**src/hw/rtl/fat_cluster_chain_engine_defines.svh**
```systemverilog
// ----------------------------------------------------------------------------
// FAT cluster chain engine assertion macros
// Concurrent checks on clk, disabled while rst_n is low.
// ----------------------------------------------------------------------------
`ifndef FAT_CLUSTER_CHAIN_ENGINE_DEFINES_SVH
`define FAT_CLUSTER_CHAIN_ENGINE_DEFINES_SVH
`ifndef NO_ASSERTIONS
`define FCCE_ASSERT_SAME(lbl, ante, cons) \
  lbl: assert property (@(posedge clk) disable iff (!rst_n) (ante) |-> (cons)) \
    else $error("fcce check failed");
`define FCCE_ASSERT_NEXT(lbl, ante, cons) \
  lbl: assert property (@(posedge clk) disable iff (!rst_n) (ante) |=> (cons)) \
    else $error("fcce check failed");
`else
`define FCCE_ASSERT_SAME(lbl, ante, cons)
`define FCCE_ASSERT_NEXT(lbl, ante, cons)
`endif
`endif

```
**src/hw/rtl/fcce_pkg.sv**
```systemverilog
// ----------------------------------------------------------------------------
// FAT cluster chain engine package
// Table geometry, entry markers, opcodes, status codes and the remainder
// unit's request and response.
// ----------------------------------------------------------------------------
package fcce_pkg;

  localparam int unsigned TABLE_ENTRIES = 4096;
  localparam int unsigned IDX_W         = $clog2(TABLE_ENTRIES);
  localparam int unsigned ENTRY_W       = 28;
  localparam int unsigned OFFSET_W      = 32;
  localparam int unsigned SHIFT_W       = 5;
  localparam int unsigned PER_W         = $clog2(TABLE_ENTRIES + 1);

  localparam logic [ENTRY_W-1:0] END_MARK      = 28'h0FFFFFFF;
  localparam logic [ENTRY_W-1:0] END_THRESHOLD = 28'h0FFFFFF8;
  localparam logic [IDX_W-1:0]   ALLOC_START   = IDX_W'(2);
  localparam logic [IDX_W-1:0]   LAST_INDEX    = IDX_W'(TABLE_ENTRIES - 1);
  localparam logic [SHIFT_W-1:0] SHIFT_RESET   = 5'd12;

  typedef enum logic [1:0] {
    OP_READ  = 2'd0,
    OP_WRITE = 2'd1,
    OP_ALLOC = 2'd2,
    OP_SEEK  = 2'd3
  } opcode_t;

  typedef enum logic [1:0] {
    ST_OK      = 2'd0,
    ST_FULL    = 2'd1,
    ST_ENDED   = 2'd2,
    ST_OUTSIDE = 2'd3
  } status_t;

  typedef struct packed {
    logic                start;
    logic [OFFSET_W-1:0] dividend;
    logic [PER_W-1:0]    divisor;
  } rem_req_t;

  typedef struct packed {
    logic             done;
    logic [PER_W-1:0] remainder;
  } rem_rsp_t;

  function automatic logic in_table(input logic [ENTRY_W-1:0] v);
    return {1'b0, v} < (ENTRY_W + 1)'(TABLE_ENTRIES);
  endfunction

endpackage

```
**src/hw/rtl/fcce_rem.sv**
```systemverilog
// ----------------------------------------------------------------------------
// FAT cluster chain engine remainder unit
// Restoring remainder of a hop count by a chain period, one bit per cycle.
// ----------------------------------------------------------------------------
module fcce_rem
  import fcce_pkg::*;
(
  input  logic     clk,
  input  logic     rst_n,
  input  rem_req_t req,
  output rem_rsp_t rsp
);

  localparam int unsigned CNT_W = $clog2(OFFSET_W + 1);

  logic                busy_r;
  logic                done_r;
  logic [CNT_W-1:0]    cnt_r;
  logic [OFFSET_W-1:0] quo_r;
  logic [PER_W-1:0]    div_r;
  logic [PER_W-1:0]    rem_r;
  logic [PER_W:0]      trial;
  logic [PER_W:0]      trial_sub;

  always_comb begin
    trial     = {rem_r, quo_r[OFFSET_W-1]};
    trial_sub = (trial >= {1'b0, div_r}) ? (trial - {1'b0, div_r}) : trial;
  end

  always_ff @(posedge clk) begin
    if (!rst_n) begin
      busy_r <= 1'b0;
      done_r <= 1'b0;
      cnt_r  <= '0;
    end else begin
      done_r <= 1'b0;
      if (req.start) begin
        busy_r <= 1'b1;
        cnt_r  <= CNT_W'(OFFSET_W);
        quo_r  <= req.dividend;
        div_r  <= req.divisor;
        rem_r  <= '0;
      end else if (busy_r) begin
        rem_r <= trial_sub[PER_W-1:0];
        quo_r <= {quo_r[OFFSET_W-2:0], 1'b0};
        cnt_r <= cnt_r - CNT_W'(1);
        if (cnt_r == CNT_W'(1)) begin
          busy_r <= 1'b0;
          done_r <= 1'b1;
        end
      end
    end
  end

  assign rsp.done      = done_r;
  assign rsp.remainder = rem_r;

endmodule
```
**config.mk**
```make
export PLATFORM = sky130hd
export DESIGN_NAME = fcce_rem
export DESIGN_NICKNAME = d
export VERILOG_FILES = /design/src/hw/rtl/fat_cluster_chain_engine_defines.svh /design/src/hw/rtl/fcce_pkg.sv /design/src/hw/rtl/fcce_rem.sv
export SDC_FILE = /design/constraint.sdc
export NUM_CORES = 1
export LEC_CHECK = 0
export BUFFER_PORTS_ARGS = -buffer_cell sky130_fd_sc_hd__buf_4
export CORE_MARGIN = 4
export CORE_UTILIZATION = 50
export DETAILED_ROUTE_END_ITERATION = 10
export PLACE_DENSITY = 0.82
export SLEW_MARGIN = 20
export SYNTH_ARGS = -nofsm -noshare
export SYNTH_HDL_FRONTEND = slang
export SYNTH_SLANG_ARGS = --single-unit
```
**constraint.sdc**
```tcl
create_clock -name clk -period 2.9 [get_ports clk]
set_clock_uncertainty 0.05 [all_clocks]
set_input_delay 0.58 -clock clk [delete_from_list [all_inputs] [get_ports clk]]
set_output_delay 0.58 -clock clk [all_outputs]
set_load 0.05 [all_outputs]
```
## Yosys cells after proc, flatten, opt, wreduce, memory -nomap -nowiden

Index checks and enable logic that the tools add are counted.

- Register bits: 66
- Latch bits: 0
- Bits in writable memories: 0
- Memory bits (read-only): 0
- Input port bits: 48
- Output and inout bits: 14
- Word-level logic and storage cells: 28
- Memories: 0

- $add $sub $neg: 2
- $mul: 0
- Div/mod/pow operators: 0
- $lt $le $gt $ge: 1
- Eq/ne operators: 1
- Shifts and indexed selects: 0
- Muxes and demuxes: 10
- Bitwise operators: 2
- Reduce and logical (&&, ||, !) cells: 5

Operators with widths:

| operator | count |
|---|---|
| $mux 32 | 2 |
| $mux 13 | 2 |
| $ge 14x13->1 | 1 |
| $sub 13x13->13 | 1 |
| $mux 6 | 2 |
| $eq 6x1->1 const B | 1 |
| $sub 6x1->6 const B | 1 |
| $mux 1 | 4 |
| $reduce_and 2->1 | 2 |
| $reduce_or 3->1 | 1 |
| $not 1->1 | 2 |
| $reduce_bool 2->1 | 1 |
| $reduce_or 2->1 | 1 |

## Depth between registers and ports, before layout

- Depth after elaboration: 4
- Depth in mapped cells: 10
- Mapped depth without buffers: 9

## Worst setup path before layout

Ideal clock, no wire load.

- Kind: register to register
- Start: reg rem_r[0]
- End: reg rem_r[6], data pin
- Setup time: 0.142 ns
- Arrival: 2.420 ns
- Required time: 2.708 ns
- Setup slack: 0.288 ns
- Stages on the path, launching flop included: 9
- Cell sequence: edfxtp_1 -> inv_1 -> fa_1 -> nor2b_1 -> o21bai_4 -> a21o_1 -> and2_4 -> or3_4 -> a21oi_2

- Word-level cells in the longest chain between the ends: 3
- Elaborated cells between the ends (all ways): 4
- Classes of those cells: add/sub (1); order compare (1); mux (2)

Ends and longest elaborated chain:

| item | line | RTL |
|---|---|---|
| start: declaration | fcce_rem.sv:21 | `logic [PER_W-1:0] rem_r;` |
| start signal: assignment | fcce_rem.sv:44 | `rem_r <= trial_sub[PER_W-1:0];` |
| $sub 13x13->13 / $ge 14x13->1 (equally long branches) | fcce_rem.sv:27 | `trial_sub = (trial >= {1'b0, div_r}) ? (trial - {1'b0, div_r}) : trial;` |
| $mux 13 (*) | fcce_rem.sv:27 |  |
| $mux 13 (*) | fcce_rem.sv:43 | `end else if (busy_r) begin` |

Mark *: on every way between the ends. The rest lies on a longest branch, timed or not. The select of a mux whose other input is x is not followed.
A chain may end at the register's enable or synchronous reset.

## Final worst setup path

- Start: reg quo_r[31]
- End: reg rem_r[6], data pin

- Word-level cells in the longest chain between the ends: 3
- Elaborated cells between the ends (all ways): 4
- Classes of those cells: add/sub (1); order compare (1); mux (2)

Ends and longest elaborated chain:

| item | line | RTL |
|---|---|---|
| start: declaration | fcce_rem.sv:19 | `logic [OFFSET_W-1:0] quo_r;` |
| start signal: assignment | fcce_rem.sv:40 | `quo_r <= req.dividend;` |
| start signal: assignment | fcce_rem.sv:45 | `quo_r <= {quo_r[OFFSET_W-2:0], 1'b0};` |
| $sub 13x13->13 / $ge 14x13->1 (equally long branches) | fcce_rem.sv:27 |  |
| $mux 13 (*) | fcce_rem.sv:27 |  |
| $mux 13 (*) | fcce_rem.sv:43 |  |

Marked as above.

==> flow_metrics.tcl <==
set metrics [dict create \
    cts-resized-gates 0 \
    clkLatencyLatePin_ps 350 \
    multi_input_area_um2 1380 \
    cp.arrival_ps 2710 \
    grtUsageTotal_pct 17.0 \
    die_h_um 90.4 \
    syn_area_per_cell_um2 12.6 \
    syn-cell-area_um2 3390 \
    clock_path_buffers 2 \
    synth.area.top_cells "edfxtp_1 51%, mux2_2 10%, ha_1 5.5%" \
    ys_types 54 \
    area_growth_pct 22.3 \
    die_x_um 90.4 \
    cts_setup_buffers 0 \
    final_cell_mix "64 x buf_4, 58 x edfxtp_1, 31 x mux2_2" \
    die-area_um2 8170 \
    syn-instance-count 269 \
    hpwl_um 4780 \
    wl_per_cell_um 16.0 \
    cts_made_buffers 9 \
    io_pins 62 \
    numPortBuffers 61 \
    postRouteAntennaNets 0 \
    crit_path_cell_trace "inv_1 > ha_1 > fa_1 > nor2b_1 > o21bai_4 > a21o_1 > and2_4 > or3_4 > a21oi_2" \
    hp-class "input port to register" \
    drt_iter0_drc 97 \
    rsz0062_at_grt "no" \
    setup_viol 0 \
    cp_slowest_cell "fa_1" \
    nets 399 \
    synth_area_leader_cell "edfxtp_1" \
    drive_gt1_share_pct 36.5 \
    status "completed" \
    ys_async_sr_fraction_pct 0 \
    cts_tree "yes" \
    finalCriticalPeriod_ps 2550 \
    layout_commonest_cell "buf_4" \
    cts_root_buffer "clkbuf_8" \
    core_um2 6460 \
    grt_first_pass_wirelength_um 11000 \
    setup_tns_ps 0 \
    rows 29 \
    path_class "register to register" \
    clk_pin_slew_ps 80 \
    slew_headroom_pct 61.0 \
    cpPeakStageDelay_ps 410 \
    crit_required_ps 3060 \
    fmax_mhz 392 \
    clock-sinks 66 \
    ff_latch_area_um2 1900 \
    powerDensity_nw_per_um2 617 \
    maxCapViolCount 0 \
    grt_pass1_vias 2406 \
    crit_fanout 13 \
    crit_path_start_kind "register" \
    place_congestion 0.849 \
    peakVddDrop_mv 0.388 \
    wirelength_um 6670 \
    start_util_pct 52.5 \
    holdBufCountCts 0 \
    post-route-period-util_pct 88.0 \
    grt_remaining_overflow 0 \
    h-tree-depth 3 \
    viasPerCell 5.54 \
    final_area_um2 4150 \
    synth_ff_type "edfxtp_1" \
    place_area_um2 3930 \
    antenna_found_initial 0 \
    antenna_cells 0 \
    dr.pass1.iters 4 \
    syn_nets 333 \
    finalMaxSlewViolations 0 \
    synth.yosys.seq_area_share_pct 56.1 \
    ys_warn_count 0 \
    route.detailed.drc 0 \
    critPathCaptureType "register" \
    ys_ff_latch 66 \
    fillers 515 \
    finalHoldViolCount 0 \
    num_vias 2312 \
    p_leak_nw 1.69 \
    synth_top_cell_area_share_pct 51.3 \
    grt_max_degree 30 \
    synth_edf_count 58 \
    max_slew.worst_pin.slew_ps 584 \
]
==> power breakdown <==
part / total [W] / internal (W) / switching, W
clock network: 0.000856 / 0.000482 / 0.000374
logic: 0.000544 / 0.000240 / 0.000304
registers: 0.00116 / 0.00112 / 0.0000362
total: 0.00256 / 0.00184 / 0.000715
==> final timing paths <==
kind / startpoint / endpoint / slack, ps / cells past startpoint
setup / recovery: quo_r[31] / rem_r[6] / 350 / 9
hold / removal: req[0] / div_r[0] / 350 / 1
setup reg to reg: quo_r[31] / rem_r[6] / 350 / 9
hold reg to reg: cnt_r[1] / cnt_r[1] / 450 / 2
==> logic make-up (layout without fill, tap and decap cells) <==
logic type,after synthesis,in the layout,share of synthesized area (%)
and+or+nand+nor,69,69,11.0
DFF,66,66,56.1
AOI/OAI and AO/OA,46,46,9.96
muxes,33,33,10.9
buffers and inverters,29,100,3.39
adders and majority gates,16,16,6.12
xor gates and xnor gates,10,10,2.58
==> registers in the layout, summed over array words and instances (netlist names) <==
register,cells
div_r,13
done_r,1
rem_r,13
busy_r,1
quo_r,32
cnt_r,6
==> worst max-delay path: cells and delay by family (launching register included) <==
family / cells / cell delay [ps]
simple gates: 3 / 880
buf+inv: 1 / 60
flops: 1 / 360
fa+ha+maj: 2 / 630
compound gates: 3 / 440
==> cells in the mapped netlist (all sizes together), types with 6 or more instances <==
library cell,n
xnor2,6
nand2,21
edfxtp,58
mux2,31
nor2,15
nor3,6
ha,15
a21oi,14
buf,6
dfxtp,8
inv,20
nand3,9
==> layer usage <==
metal  vias to the layer above  share of wire (%)  track usage [%]  wire [µm]
li1                       1127                  -                -          -
met1                      1103                 42             19.7       2810
met2                        74                 48             27.8       3200
met3                         8                8.4             8.17        560
met4                         0                1.4             5.61         93
met5                         -                  0                0          0
==> per-stage QoR <==
step,worst slack (ps),total power (W),std cells,utilization (%),hold WS (ps)
6_report,349,0.00256,417,64.2,349
5_1_grt,274,0.00268,417,64.2,327
4_1_cts,340,0.00258,417,64.2,336
3_5_place_dp,350,0.00172,401,60.8,440
3_3_place_gp,475,0.00170,401,60.8,429
2_1_floorplan,288,0.00157,269,-,419
==> cell type report <==
| class | instances | area share [%] |
|---|---|---|
| Sequential cell | 66 | 45.9 |
| Multi-Input combinational cell | 174 | 33.2 |
| Timing Repair Buffer | 64 | 11.6 |
| Clock buffer | 9 | 2.99 |
| Tap cell | 77 | 2.32 |
| Clock inverter | 7 | 2.26 |
| Inverter | 20 | 1.81 |
Note: power is estimated with default switching activity, not from simulation.
